`config.mk`:
```
export PLATFORM = sky130hd
export DESIGN_NAME = sht_div
export DESIGN_NICKNAME = d
export VERILOG_FILES = /design/src/hw/rtl/sector_health_tracker_defines.svh /design/src/hw/rtl/sht_pkg.sv /design/src/hw/rtl/sht_div.sv
export SDC_FILE = /design/constraint.sdc
export NUM_CORES = 1
export LEC_CHECK = 0
export BUFFER_PORTS_ARGS = -buffer_cell sky130_fd_sc_hd__buf_2
export CORE_ASPECT_RATIO = 0.8
export CORE_MARGIN = 4
export CORE_UTILIZATION = 40
export CTS_BUF_LIST = sky130_fd_sc_hd__clkbuf_8 sky130_fd_sc_hd__clkbuf_16
export DETAILED_ROUTE_END_ITERATION = 6
export PLACE_DENSITY_LB_ADDON = 0.1
export SETUP_SLACK_MARGIN = 0.15
export SLEW_MARGIN = 20
export SYNTH_ARGS = -nofsm -noshare
export SYNTH_HDL_FRONTEND = slang
export SYNTH_SLANG_ARGS = --single-unit
```
`constraint.sdc`:
```
create_clock -name i_clk -period 3.09 [get_ports i_clk]
set_input_delay 0.4635 -clock i_clk [delete_from_list [all_inputs] [get_ports i_clk]]
set_output_delay 0.4635 -clock i_clk [all_outputs]
set_load 0.005 [all_outputs]
```
`src/hw/rtl/sector_health_tracker_defines.svh`:
```
// Assertion macros for the sector health tracker.
// Used by the top level; expects i_clk and i_rst_n in scope.
`ifndef SECTOR_HEALTH_TRACKER_DEFINES_SVH
`define SECTOR_HEALTH_TRACKER_DEFINES_SVH

// Same-cycle implication, disabled during reset.
`define SHT_ASSERT_IMPL(lbl, ante, cons, msg) \
    lbl: assert property (@(posedge i_clk) disable iff (!i_rst_n) (ante) |-> (cons)) \
        else $error(msg);

// Next-cycle implication, disabled during reset.
`define SHT_ASSERT_NEXT(lbl, ante, cons, msg) \
    lbl: assert property (@(posedge i_clk) disable iff (!i_rst_n) (ante) |=> (cons)) \
        else $error(msg);

`endif

```
`src/hw/rtl/sht_pkg.sv`:
```
// Shared types, constants and helpers for the sector health tracker.
// No dependencies.
package sht_pkg;

    localparam int SECTORS   = 1024;
    localparam int SECT_W    = $clog2(SECTORS);
    localparam int ERR_W     = 16;
    localparam int SCORE_W   = 10;
    localparam int CNT32_W   = 32;
    localparam int TICK_W    = 32;
    localparam int CFG_IDX_W = 2;
    localparam int CFG_W     = 32;

    localparam logic [SCORE_W:0] PERFECT       = 11'd1000;
    localparam logic [SCORE_W:0] STALE_PENALTY = 11'd50;
    localparam logic [SCORE_W:0] TREND_MARGIN  = 11'd50;

    // error sum times 1000 fits in this many bits
    localparam int DIVD_W    = ERR_W + 1 + SCORE_W;
    localparam int DIV_CNT_W = $clog2(DIVD_W);

    localparam int QDEPTH = 2;
    localparam int QPTR_W = 1;
    localparam int QCNT_W = 2;

    localparam logic [CFG_IDX_W-1:0] CFG_WARN   = 2'd0;
    localparam logic [CFG_IDX_W-1:0] CFG_DANGER = 2'd1;
    localparam logic [CFG_IDX_W-1:0] CFG_AGE    = 2'd2;

    localparam logic [SCORE_W-1:0] WARN_RESET   = 10'd700;
    localparam logic [SCORE_W-1:0] DANGER_RESET = 10'd300;
    localparam logic [TICK_W-1:0]  AGE_RESET    = 32'd3600000;

    typedef enum logic [0:0] {OP_ACCESS, OP_SCAN} t_op;
    typedef enum logic [1:0] {RISK_SAFE, RISK_CAUTION, RISK_DANGER} t_risk;
    typedef enum logic [1:0] {TREND_STABLE, TREND_UP, TREND_DOWN} t_trend;

    typedef enum logic [2:0] {
        S_CLEAR, S_IDLE, S_READ, S_MUL, S_DIV, S_WRITE, S_OUT
    } t_state;

    typedef struct packed {
        t_op               op;
        logic [SECT_W-1:0] sector;
        logic              read_ok;
        logic              write_ok;
        logic [TICK_W-1:0] now;
    } t_cmd;

    typedef struct packed {
        logic               valid;
        logic [SCORE_W-1:0] score;
        logic [ERR_W-1:0]   read_errs;
        logic [ERR_W-1:0]   write_errs;
        logic [CNT32_W-1:0] accesses;
        logic [TICK_W-1:0]  scan_tick;
        t_trend             trend;
        t_risk              risk;
    } t_rec;

    typedef struct packed {
        logic               start;
        logic [DIVD_W-1:0]  dividend;
        logic [CNT32_W-1:0] divisor;
    } t_div_req;

    typedef struct packed {
        logic              done;
        logic [DIVD_W-1:0] quotient;
    } t_div_rsp;

    function automatic logic [ERR_W-1:0] sat_inc_err(input logic [ERR_W-1:0] v);
        return (&v) ? v : v + 1'b1;
    endfunction

    function automatic logic [CNT32_W-1:0] sat_inc32(input logic [CNT32_W-1:0] v);
        return (&v) ? v : v + 1'b1;
    endfunction

    function automatic logic [CNT32_W-1:0] sat_dec32(input logic [CNT32_W-1:0] v);
        return (v == '0) ? v : v - 1'b1;
    endfunction

endpackage

```
`src/hw/rtl/sht_div.sv`:
```
// Restoring divider, one quotient bit per cycle.
// Depends on sht_pkg.
module sht_div import sht_pkg::*; (
    input  logic     i_clk,
    input  logic     i_rst_n,
    input  t_div_req i_req,
    output t_div_rsp o_rsp
);

    logic [DIVD_W-1:0]    r_q;
    logic [CNT32_W-1:0]   r_rem;
    logic [CNT32_W-1:0]   r_div;
    logic [DIV_CNT_W-1:0] r_cnt;
    logic                 r_busy;
    logic                 r_done;
    logic [CNT32_W:0]     w_trial;
    logic                 w_fit;

    assign w_trial = {r_rem, r_q[DIVD_W-1]};
    assign w_fit   = (w_trial >= {1'b0, r_div});

    assign o_rsp.done     = r_done;
    assign o_rsp.quotient = r_q;

    always_ff @(posedge i_clk) begin
        if (i_req.start) begin
            r_q   <= i_req.dividend;
            r_rem <= '0;
            r_div <= i_req.divisor;
            r_cnt <= DIV_CNT_W'(DIVD_W - 1);
        end else if (r_busy) begin
            r_rem <= w_fit ? CNT32_W'(w_trial - {1'b0, r_div}) : w_trial[CNT32_W-1:0];
            r_q   <= {r_q[DIVD_W-2:0], w_fit};
            r_cnt <= r_cnt - 1'b1;
        end
    end

    always_ff @(posedge i_clk) begin
        if (!i_rst_n) begin
            r_busy <= 1'b0;
            r_done <= 1'b0;
        end else begin
            r_done <= r_busy && (r_cnt == '0);
            if (i_req.start) begin
                r_busy <= 1'b1;
            end else if (r_busy && (r_cnt == '0)) begin
                r_busy <= 1'b0;
            end
        end
    end

endmodule

```
==> impl_metrics.yaml <==
run_status:
  status: "completed"
yosys:
  syn_avg_cell_area_sq_um: 10.3
  ys.flop_type: "edfxtp_1"
  synth.yosys.seq_area_share: 0.446
  ys_warn_count: 0
  async_flop_share: 0
  synth_seq_cells: 98
  synth_nets: 651
  synth.distinct_cells: 56
  synthTopCellsByArea: "edfxtp_1 (31%), dfxtp_1 (14%), ha_1 (7.2%), mux2_2 (5.1%), inv_1 (2.8%)"
  syn_area_sq_um: 5720
  yosysTopAreaCell: "edfxtp_1"
  netlist_instances: 555
  synth_edf_count: 59
  synth_top_cell_area_share: 0.310
cts:
  cts_buffers: 9
  cts_tree: "yes"
  cts_max_level: 3
  cts-root-buf: "clkbuf_16"
  clk_path_buf_depth: 2
  postCtsHoldBufs: 0
  clock-sinks: 98
  clk_pin_slew_ps: 80
  insertion_delay_ps: 360
drt:
  dr.pass1.iters: 5
  postRouteAntennaNets: 0
  viasPerCell: 5.27
  dr.first_iter.drc_count: 308
  wl_um: 13800
  wl_per_cell_um: 16.3
  num_vias: 4456
  drc: 0
finish:
  multi_input_area_sq_um: 2990
  syn2layout_area_growth_pct: 23.1
  drive_gt1_frac: 0.320
  final_common_cell: "buf_2"
  final_cell_mix: "buf_2 (88), edfxtp_1 (59), inv_1 (42), dfxtp_1 (39), nor2_1 (36)"
  regArea_sq_um: 2550
  nets: 756
  antenna_cells: 0
  fillers: 1279
sta:
  final_max_slew_viol_count: 0
  hold_viol: 0
  rsz0062_at_grt: "true"
  fin_ws_ps: 214
  fmax_mhz: 348
  slew_headroom: 0.475
  tightest_slew_ps: 786
  timing.final.crit_share: 0.931
  period_needed_ps: 2880
  clock-skew-final_ps: 15.2
  setup_viol: 0
  setup_tns_ps: 0
critical_path:
  r2r_cells: 12
  path_max_fanout: 7
  slowest_delay_ps: 540
  worst_ep_required_time_ps: 3380
  cp-end-kind: "flop"
  crit_chain: "inv_1 > ha_4 > nand2_4 > nor2_4 > nand3_4 > or4_4 > o211ai_4 > o32ai_2 > or2_4 > clkbuf_16 > or3_1 > nand3_1"
  cp_slowest_cell: "or4_4"
  start_kind: "flop"
  critical_path_class: "flop to flop"
  arrival_ps: 3170
  r2r_setup_slack_ps: 210
floorplanning:
  coreArea_sq_um: 13800
  rows: 38
  die_area_sq_um: 16300
  die_w_um: 142
  start_util: 0.415
  io_pins: 90
  die_h_um: 115
grt:
  grt_max_degree: 45
  overflow: 0
  gr-usage-all-layers: 0.166
  antenna_found_initial: 0
  grt_pass1_wl_um: 21800
  grt_pass1_vias: 4294
worst_hold_path:
  worstHoldPathType: "primary input to flop"
  holdPathStages: 1
run:
  cap_violations: 0
placement:
  place_ws_ps: 109
  port-buffer-count: 89
  dp_hpwl_um: 9770
  gp_congestion: 0.852
power_and_ir_drop:
  power.leakage_nw: 2.99
  peakVddDrop_mv: 0.300
  power.density_nw_per_um2: 488
## worst max-delay path: cells and delay by family (launching register included)
kind / cells / cell delay [ps]
AND/OR/NAND/NOR: 7 / 1600
AO/OA/AOI/OAI: 2 / 340
flip-flops: 1 / 330
adder cells (fa/ha/maj): 1 / 300
buffers and inverters: 2 / 250
## path summary, 6_finish.rpt
check / startpoint / endpoint
min reg2reg: r_cnt[4]$_SDFFE_PP1P_ / r_done$_SDFF_PN0_
max: r_div[25]$_DFFE_PP_ / r_rem[26]$_SDFFE_PP0P_
min: i_req[29] / r_div[29]$_DFFE_PP_
max reg2reg: r_div[25]$_DFFE_PP_ / r_rem[26]$_SDFFE_PP0P_
## registers in the layout, indices dropped and copies added, names as in the netlist
signal  cells
r_div      32
r_busy      1
r_rem      32
r_done      1
r_cnt       5
r_q        27
## through the flow
step | instances | util | hold WS, ps | power [mW] | cell area, sq um
after floorplan | 555 | - | 431 | 2.00 | 5720
after global routing | 845 | 0.510 | 261 | 3.62 | 7040
after global placement | 817 | 0.465 | 447 | 2.23 | 6410
after detailed placement | 817 | 0.465 | 469 | 2.23 | 6420
final | 845 | 0.510 | 275 | 3.43 | 7040
after CTS | 834 | 0.491 | 259 | 3.44 | 6770
## cells in the mapped netlist (all sizes together), types with 2 or more instances
cell type  count
nor2          39
a31oi          8
dfxtp         39
clkbuf        15
o2111ai        2
o21bai         2
xor2          15
nand4         10
nor3           9
a211oi        20
xnor2         18
a21oi         28
ha            33
a311oi         3
o21a           5
a32oi          7
or4            2
edfxtp        59
o31ai          7
o41ai          2
o21ai         25
o311ai         5
o211ai         3
nand2         37
mux2          26
inv           42
buf           19
or3            9
a21o          12
nor2b          6
nand3         17
nand2b         7
and2           2
mux2i         12
## repair_timing
item | 4_1_cts | 5_1_grt
cloned | 0 | 3
gates resized for setup | 4 | 30
pin swaps | 5 | 13
setup buffers | 1 | 8
endpoints found under the setup margin | 14 | 33
## power by group
group / total [mW] / internal [mW] / switching, mW
clock network: 1.18 / 0.645 / 0.537
registers: 1.55 / 1.50 / 0.0502
logic: 0.706 / 0.320 / 0.387
total: 3.43 / 2.46 / 0.974
## cells by family (layout without fill, tap and decap cells)
logic type / Yosys count / count (layout) / share of synthesized area
simple gates: 142 / 142 / 0.123
buf+inv: 76 / 186 / 0.0630
fa+ha+maj: 34 / 34 / 0.0757
compound gates: 134 / 134 / 0.169
mux: 38 / 38 / 0.0722
xor+xnor: 33 / 33 / 0.0506
flops: 98 / 98 / 0.446
## cell type report
class / count / share of cell area
clock inverter: 7 / 0.0121
tap: 180 / 0.0320
timing repair buffer: 128 / 0.114
sequential: 98 / 0.363
multi-input combinational: 381 / 0.424
inverter: 42 / 0.0224
clock buffer: 9 / 0.0320
## routing by layer
metal	part of all wire	vias to the layer above	track usage
li1	-	2237	-
met1	0.51	2104	0.245
met2	0.43	106	0.250
met3	0.052	9	0.0345
met4	0.010	0	0.0403
met5	0	-	0
No activity file was read; power rests on OpenSTA's default activity.
