<file path="src/hw/rtl/sector_health_tracker_defines.svh">
// Assertion macros for the sector health tracker.
// Used by the top level; expects i_clk and i_rst_n in scope.
`ifndef SECTOR_HEALTH_TRACKER_DEFINES_SVH
`define SECTOR_HEALTH_TRACKER_DEFINES_SVH

// Same-cycle implication, disabled during reset.
`define SHT_ASSERT_IMPL(lbl, ante, cons, msg) \
    lbl: assert property (@(posedge i_clk) disable iff (!i_rst_n) (ante) |-> (cons)) \
        else $error(msg);

// Next-cycle implication, disabled during reset.
`define SHT_ASSERT_NEXT(lbl, ante, cons, msg) \
    lbl: assert property (@(posedge i_clk) disable iff (!i_rst_n) (ante) |=> (cons)) \
        else $error(msg);

`endif

</file>
<file path="src/hw/rtl/sht_pkg.sv">
// Shared types, constants and helpers for the sector health tracker.
// No dependencies.
package sht_pkg;

    localparam int SECTORS   = 1024;
    localparam int SECT_W    = $clog2(SECTORS);
    localparam int ERR_W     = 16;
    localparam int SCORE_W   = 10;
    localparam int CNT32_W   = 32;
    localparam int TICK_W    = 32;
    localparam int CFG_IDX_W = 2;
    localparam int CFG_W     = 32;

    localparam logic [SCORE_W:0] PERFECT       = 11'd1000;
    localparam logic [SCORE_W:0] STALE_PENALTY = 11'd50;
    localparam logic [SCORE_W:0] TREND_MARGIN  = 11'd50;

    // error sum times 1000 fits in this many bits
    localparam int DIVD_W    = ERR_W + 1 + SCORE_W;
    localparam int DIV_CNT_W = $clog2(DIVD_W);

    localparam int QDEPTH = 2;
    localparam int QPTR_W = 1;
    localparam int QCNT_W = 2;

    localparam logic [CFG_IDX_W-1:0] CFG_WARN   = 2'd0;
    localparam logic [CFG_IDX_W-1:0] CFG_DANGER = 2'd1;
    localparam logic [CFG_IDX_W-1:0] CFG_AGE    = 2'd2;

    localparam logic [SCORE_W-1:0] WARN_RESET   = 10'd700;
    localparam logic [SCORE_W-1:0] DANGER_RESET = 10'd300;
    localparam logic [TICK_W-1:0]  AGE_RESET    = 32'd3600000;

    typedef enum logic [0:0] {OP_ACCESS, OP_SCAN} t_op;
    typedef enum logic [1:0] {RISK_SAFE, RISK_CAUTION, RISK_DANGER} t_risk;
    typedef enum logic [1:0] {TREND_STABLE, TREND_UP, TREND_DOWN} t_trend;

    typedef enum logic [2:0] {
        S_CLEAR, S_IDLE, S_READ, S_MUL, S_DIV, S_WRITE, S_OUT
    } t_state;

    typedef struct packed {
        t_op               op;
        logic [SECT_W-1:0] sector;
        logic              read_ok;
        logic              write_ok;
        logic [TICK_W-1:0] now;
    } t_cmd;

    typedef struct packed {
        logic               valid;
        logic [SCORE_W-1:0] score;
        logic [ERR_W-1:0]   read_errs;
        logic [ERR_W-1:0]   write_errs;
        logic [CNT32_W-1:0] accesses;
        logic [TICK_W-1:0]  scan_tick;
        t_trend             trend;
        t_risk              risk;
    } t_rec;

    typedef struct packed {
        logic               start;
        logic [DIVD_W-1:0]  dividend;
        logic [CNT32_W-1:0] divisor;
    } t_div_req;

    typedef struct packed {
        logic              done;
        logic [DIVD_W-1:0] quotient;
    } t_div_rsp;

    function automatic logic [ERR_W-1:0] sat_inc_err(input logic [ERR_W-1:0] v);
        return (&v) ? v : v + 1'b1;
    endfunction

    function automatic logic [CNT32_W-1:0] sat_inc32(input logic [CNT32_W-1:0] v);
        return (&v) ? v : v + 1'b1;
    endfunction

    function automatic logic [CNT32_W-1:0] sat_dec32(input logic [CNT32_W-1:0] v);
        return (v == '0) ? v : v - 1'b1;
    endfunction

endpackage

</file>
<file path="src/hw/rtl/sht_front.sv">
// Front end: accepts items, classifies them into commands and queues them.
// Depends on sht_pkg.
module sht_front import sht_pkg::*; (
    input  logic              i_clk,
    input  logic              i_rst_n,
    input  logic              i_valid,
    output logic              o_ready,
    input  logic              i_mode,
    input  logic [SECT_W-1:0] i_sector,
    input  logic              i_read_ok,
    input  logic              i_write_ok,
    input  logic [TICK_W-1:0] i_now,
    output logic              o_cmd_valid,
    output t_cmd              o_cmd,
    input  logic              i_cmd_pop
);

    t_cmd              r_q [QDEPTH];
    logic [QPTR_W-1:0] r_wptr, r_rptr;
    logic [QCNT_W-1:0] r_count;
    t_cmd              w_new;
    logic              w_push;

    assign o_ready     = (r_count != QCNT_W'(QDEPTH));
    assign w_push      = i_valid && o_ready;
    assign o_cmd_valid = (r_count != '0);
    assign o_cmd       = r_q[r_rptr];

    always_comb begin
        w_new.op       = i_mode ? OP_SCAN : OP_ACCESS;
        w_new.sector   = i_sector;
        w_new.read_ok  = i_read_ok;
        w_new.write_ok = i_write_ok;
        w_new.now      = i_now;
    end

    always_ff @(posedge i_clk) begin
        if (w_push) begin
            r_q[r_wptr] <= w_new;
        end
    end

    always_ff @(posedge i_clk) begin
        if (!i_rst_n) begin
            r_wptr  <= '0;
            r_rptr  <= '0;
            r_count <= '0;
        end else begin
            if (w_push) begin
                r_wptr <= r_wptr + 1'b1;
            end
            if (i_cmd_pop) begin
                r_rptr <= r_rptr + 1'b1;
            end
            case ({w_push, i_cmd_pop})
                2'b10:   r_count <= r_count + 1'b1;
                2'b01:   r_count <= r_count - 1'b1;
                default: r_count <= r_count;
            endcase
        end
    end

endmodule

</file>
<file path="config.mk">
export PLATFORM = sky130hd
export DESIGN_NAME = sht_front
export DESIGN_NICKNAME = d
export VERILOG_FILES = /design/src/hw/rtl/sector_health_tracker_defines.svh /design/src/hw/rtl/sht_pkg.sv /design/src/hw/rtl/sht_front.sv
export SDC_FILE = /design/constraint.sdc
export NUM_CORES = 1
export LEC_CHECK = 0
export BUFFER_PORTS_ARGS = -buffer_cell sky130_fd_sc_hd__buf_2
export CAP_MARGIN = 5
export CORE_MARGIN = 4
export CORE_UTILIZATION = 55
export DETAILED_ROUTE_END_ITERATION = 6
export PLACE_DENSITY = 0.95
export RECOVER_POWER = 100
export SLEW_MARGIN = 10
export SYNTH_ARGS = -nofsm -noshare
export SYNTH_HDL_FRONTEND = slang
export SYNTH_SLANG_ARGS = --single-unit
export TNS_END_PERCENT = 1
</file>
<file path="constraint.sdc">
create_clock -name i_clk -period 5.8 [get_ports i_clk]
set_input_delay 0.29 -clock i_clk [delete_from_list [all_inputs] [get_ports i_clk]]
set_output_delay 0.29 -clock i_clk [all_outputs]
set_load 0.03 [all_outputs]
</file>
==> results.toml, run 1 <==
[route]
wire_per_inst_um = 16.5
drc_errors = 0
dr.pass1.iters = 4
drt-total-wl_um = 5670
ant_nets = 0
viasPerCell = 5.03
vias = 1731
drt_iter0_drc = 63

[timing]
max_freq_ghz = 0.332
rsz0062_at_grt = "false"
fin_crit_sh_pct = 51.9
fin_setup_tns_ps = 0
fin_worst_skew_ps = 5.12
setup_viol = 0
hold_slack_ps = 126
hold_violations = 0
worstMarginPinSlew_ps = 2030
slew_violations = 138
period_minus_slack_ps = 3010
fin_ws_ps = 2790
slew_headroom_pct = -35.1

[grt]
grtUsageTotal_pct = 16.0
antenna_found_initial = 0
grt_overflow = 0
grt_pass1_wl_um = 9040
grt_max_degree = 46
grt_pass1_vias = 1894

[critical_path]
endpoint_kind = "output pin"
cp.arrival_ps = 2720
required_ps = 5510
crit_path_max_fanout = 45
r2r_setup_slack_ps = 3190
crit_type = "flop to output pin"
critical_path.startpoint_type = "flop"

[clock_tree]
cts.clk_slew.worst_paths_ps = 90
clock_sinks = 95
clock-root-buffer = "clkbuf_8"
cts_resized = 0
cts_hold_buf = 0
clockBufferDepth = 2
cts_made_buffers = 9
cts_setup_buffers = 0
clk_latency_ps = 340
cts_tree = "done"
htreeDepth = 3

[layout]
fin_area_mm2 = 0.00410
drive_above_1_share_pct = 29.0
nNetsFinal = 314
insertedDiodeCount = 0
fin_util_pct = 68.0
syn2layout_area_growth_pct = 18.1
nFillCells = 448

[synth]
yosysTopAreaCell = "edfxtp_1"
netlist_area_mm2 = 0.00347
synth_seq_cells = 95
yosysTopAreaCellShare_pct = 77.9
synth.area.top_cells = "edfxtp_1 78%, mux2_2 15%, dfxtp_1 2.9%"
yosysSeqAreaShare_pct = 80.8
ys_warn_count = 0
syn-num-nets = 213
synth_cell_types = 20
syn_inst = 163
avgSynthCellArea_um2 = 21.3

[job]
maxCapViolations = 3

[die]
top_level_ports = 96
row_count = 28
design.die.area_mm2 = 0.00764
die_y_um = 87.4
die_w_um = 87.4
core_area_mm2 = 0.00603
start_util_pct = 57.6

[placement]
dp_slack_ps = 3850
gp_congestion = 0.654
dpl.hpwl_um = 3660
placed_area_mm2 = 0.00401
port_buffers = 95

[power_and_ir_drop]
peakVddDrop_mv = 0.279
leakagePower_nw = 1.35
powerDensity_mw_per_mm2 = 370

[status]
violations = "capacitance limit, slew limit"
status = "finished with violations"

[hold_path]
hp-class = "input port to flop"
[flip-flops by register name (all words and copies together) (netlist names), named ones only]
register and flops:
r_count 2, r_q 90, r_wptr 1, r_rptr 1
[metrics by stage]
stage,std cells,power [mW]
after floorplan,163,1.05
after global placement,328,1.13
after detailed placement,328,1.14
after CTS,344,1.54
after global routing,344,1.59
final,344,1.52
[layout make-up]
type | instances | area, um2 | area share [%]
inverters | 1 | 3.75 | 0.0916
flip-flops and latches | 95 | 2800 | 68.4
repair buffers | 95 | 379 | 9.25
multi-input cells | 62 | 631 | 15.4
well taps | 75 | 93.8 | 2.29
clock buffers | 9 | 124 | 3.02
clock inverters | 7 | 63.8 | 1.56
[placed cells by master, fill, tap and decap left out]
cell        Yosys  routed
a21bo_2         1       1
a21boi_0        1       2
and2_0          0       2
and2_1          3       1
and3_1          1       1
buf_2           2      18
bufinv_16       0       1
clkbuf_1        0      77
clkbuf_8        0       9
clkinv_1        0       3
clkinvlp_4      0       3
dfxtp_1         5       5
edfxtp_1       90      90
ha_1            1       1
inv_1           1       1
mux2_2         45      45
nand2_1         1       1
nand2b_1        1       1
nand3b_1        1       1
o21ai_0         1       1
or2_2           1       1
or3_1           1       1
xnor2_1         2       2
xor2_1          1       1
[per-layer routing]
| metal | wire length, um | share of wire [%] | GRT usage, % | vias up |
|---|---|---|---|---|
| met5 | 0 | 0 | 0 | - |
| met4 | 107 | 1.9 | 7.95 | 0 |
| met3 | 351 | 6.2 | 3.50 | 11 |
| met2 | 3010 | 53 | 27.9 | 64 |
| met1 | 2200 | 39 | 18.7 | 817 |
| li1 | - | - | - | 839 |
[Yosys cell counts]
master / count
edfxtp_1: 90
mux2_2: 45
dfxtp_1: 5
and2_1: 3
buf_4: 3
buf_2: 2
xnor2_1: 2
a21bo_2: 1
a21boi_0: 1
a21boi_1: 1
and3_1: 1
ha_1: 1
inv_1: 1
nand2_1: 1
nand2b_1: 1
nand3b_1: 1
o21ai_0: 1
or2_2: 1
or3_1: 1
xor2_1: 1
[path summary, 6_finish.rpt]
path | start | endpoint | cells past startpoint
setup reg to reg | r_count[0] | r_q[1][37] | 2
hold / removal | i_now[18] | r_q[0][18] | 1
setup / recovery | flop | o_cmd[33] | 2
hold reg to reg | r_count[1] | r_count[1] | 2
[kinds of logic (layout without fill, tap and decap cells)]
| logic type | count (synthesis) | in the layout | share of synthesized area, % |
|---|---|---|---|
| DFF | 95 | 95 | 80.8 |
| and+or+nand+nor | 9 | 9 | 1.59 |
| AOI/OAI and AO/OA | 4 | 4 | 0.866 |
| buffers and inverters | 6 | 112 | 1.05 |
| adders and majority gates | 1 | 1 | 0.361 |
| xor gates and xnor gates | 3 | 3 | 0.757 |
| muxes | 45 | 45 | 14.6 |
[worst max-delay path, cell delays in order, from the launching register on]
cell	delay, ps
dfxtp_1	1620
mux2_2	410
clkbuf_1	320
[power by group]
group	internal (mW)	switching (mW)
sequential	0.825	0.0269
clock	0.195	0.214
combinational	0.0805	0.174
(Power assumes the default switching activity.)
==> inputs of run 2 (changes only) <==
--- a/config.mk
+++ b/config.mk
@@ -5,12 +5,13 @@
 export SDC_FILE = /design/constraint.sdc
 export NUM_CORES = 1
 export LEC_CHECK = 0
+export ABC_AREA = 1
 export BUFFER_PORTS_ARGS = -buffer_cell sky130_fd_sc_hd__buf_2
 export CAP_MARGIN = 5
 export CORE_MARGIN = 4
-export CORE_UTILIZATION = 55
+export CORE_UTILIZATION = 47
 export DETAILED_ROUTE_END_ITERATION = 6
-export PLACE_DENSITY = 0.95
+export PLACE_DENSITY = 0.87
 export RECOVER_POWER = 100
 export SLEW_MARGIN = 10
 export SYNTH_ARGS = -nofsm -noshare
==> constraint.sdc (replaced) <==
create_clock -name i_clk -period 2.75 [get_ports i_clk]
set_input_delay 0.1375 -clock i_clk [delete_from_list [all_inputs] [get_ports i_clk]]
set_output_delay 0.1375 -clock i_clk [all_outputs]
set_load 0.03 [all_outputs]
==> run 2 against run 1 <==
Against the previous run: the flow now finishes without violations; first-iteration DRC count decreased by 3.2%; critical path type is now flop to flop; flip-flop and latch count unchanged; utilization decreased by 3.2 points.
==> results.toml, run 2 <==
[critical_path]
crit_path_max_fanout = 30
cp_slowest_cell = "clkbuf_2"
ff2ff_path_depth = 5
crit_top_cell = "nand2_1"
crit_family = "buffers and inverters"
path_cells = "inv_1 -> nand2_1 -> nand2_1 -> nor2_4 -> clkbuf_2"
critical_path.startpoint_type = "flop"
slowest_delay_ps = 710
path_buf_inv = 2
cp.arrival_ps = 2160
crit_type = "flop to flop"
cp.depth = 5
endpoint_kind = "flop"
required_ps = 2730

[power_and_ir_drop]
seqPwrFrac_pct = 53.6
peakVddDrop_mv = 0.391
p_clk_share_pct = 29.7
leakagePower_nw = 1.75
finalPower_mw = 3.26
powerDensity_mw_per_mm2 = 680
combPwrFrac_pct = 16.7
switching_power_mw = 0.828
swShare_pct = 25.3
p_int_mw = 2.44

[synth]
syn-num-nets = 224
yosysTopAreaCellShare_pct = 73.5
ys_warn_count = 0
yosysMostFrequentCell = "edfxtp_1"
synth_cell_types = 14
yosysTopAreaCell = "edfxtp_1"
synthFlopType = "edfxtp_1"
synth_edf_count = 90
synth.area.top_cells = "edfxtp_1 74%, mux2_4 16%, dfxtp_1 2.7%"
synth_common_cells = "90 x edfxtp_1, 40 x mux2_4, 10 x nand2_1, 10 x nor2_1"
netlist_area_mm2 = 0.00368
yosysSeqAreaShare_pct = 76.2
synth_seq_cells = 95
ys_async_sr_fraction_pct = 0
avgSynthCellArea_um2 = 21.1
syn_inst = 174

[die]
die_y_um = 96.4
top_level_ports = 96
design.die.area_mm2 = 0.00930
core_area_mm2 = 0.00741
die_w_um = 96.4
row_count = 31
start_util_pct = 49.6

[route]
vias = 2052
viasPerCell = 4.81
drc_errors = 0
drt-total-wl_um = 6190
dr.pass1.iters = 4
wire_per_inst_um = 14.5
drt_iter0_drc = 61
ant_nets = 0

[placement]
place_inst = 366
gp_congestion = 0.701
dp_slack_ps = 893
dpl.hpwl_um = 4060
port_buffers = 95

[clock_tree]
htreeDepth = 3
cts_tree = "done"
cts_made_buffers = 9
clk_latency_ps = 350
clock-root-buffer = "clkbuf_8"
clockBufferDepth = 2
cts.clk_slew.worst_paths_ps = 90
clock_sinks = 95
cts_resized = 0

[layout]
drive_above_1_share_pct = 25.6
reg_top3 = "r_q (90), r_count (2)"
fin_util_pct = 64.8
nNetsFinal = 373
final_common_cell = "edfxtp_1"
insertedDiodeCount = 0
syn2layout_area_growth_pct = 30.5
largest_register_ffs = 90
nFillCells = 564
regMostFlops = "r_q"
stdcell_count = 427
layout_common_cells = "90 x edfxtp_1, 72 x clkbuf_1, 45 x dlygate4sd3_1, 34 x mux2_4, 22 x buf_2"

[grt]
antenna_found_initial = 0
grt_overflow = 0
grt_pass1_vias = 2059
grt_pass1_wl_um = 9490
grtUsageTotal_pct = 13.8
grt_max_degree = 31

[timing]
hold_slack_ps = 58.5
slew_violations = 0
fin_worst_skew_ps = 7.42
slew_headroom_pct = 27.6
setup_viol = 0
period_minus_slack_ps = 2180
fin_ws_ps = 575
fin_crit_sh_pct = 79.1
max_freq_ghz = 0.460
hold_violations = 0
rsz0062_at_grt = "false"
worstMarginPinSlew_ps = 1080

[hold_path]
hp-class = "input port to flop"
min_path_cells = 3

[status]
status = "complete, no violations"

[job]
maxCapViolations = 0
-- run 2: metrics by stage --
stage / cell area [um2] / TNS (ps)
after detailed placement: 4260 / 0
final: 4800 / 0
after global routing: 4800 / 0
after global placement: 4260 / 0
after CTS: 4930 / 0
after floorplan: 3680 / -19580
-- run 2: cell families after synthesis --
group                      Yosys count  share of synthesized area [%]
AOI/OAI and AO/OA                    2                          0.272
adders and majority gates            1                          0.340
buffers and inverters                9                           2.89
DFF                                 95                           76.2
muxes                               45                           17.9
and+or+nand+nor                     22                           2.38
-- run 2: final timing paths --
path / from / end / slack, ps
worst max-delay path: r_count[0] / r_q[0][0] / 570
worst min-delay path: i_rst_n / r_wptr / 60
worst max register to register: r_count[0] / r_q[0][0] / 570
worst min register to register: r_rptr / flop / 520
-- run 2: layer usage --
metal	vias to the layer above	wire length (um)	global-route usage, %
li1	964	-	-
met1	1005	2320	14.7
met2	68	3330	25.3
met3	15	399	3.72
met4	0	133	6.66
met5	-	0	0
-- run 2: cell type report --
cell class | count | area (um2) | area share (%)
Timing Repair Buffer | 143 | 880 | 18.3
Multi-Input combinational cell | 70 | 754 | 15.7
Clock inverter | 7 | 97.6 | 2.03
Inverter | 4 | 15.0 | 0.313
Tap cell | 99 | 124 | 2.58
Sequential cell | 95 | 2800 | 58.4
Clock buffer | 9 | 124 | 2.58
-- run 2: worst min-delay path: stages --
cell and delay, ps:
buf_2 130, nand2_1 70, nor2_1 40
-- run 2: what timing repair did --
action                    in CTS  in global routing
setup buffers                  0                  0
hold buffers                  45                  0
hold endpoints to repair      90                  0
-- run 2: power groups by stage --
stage / combinational (mW) / sequential (mW) / clock [mW]
after CTS: 0.594 / 1.75 / 1.01
after global placement: 0.534 / 1.78 / 0
after global routing: 0.583 / 1.76 / 1.06
after detailed placement: 0.543 / 1.78 / 0
final: 0.546 / 1.75 / 0.970
after floorplan: 0.404 / 1.77 / 0
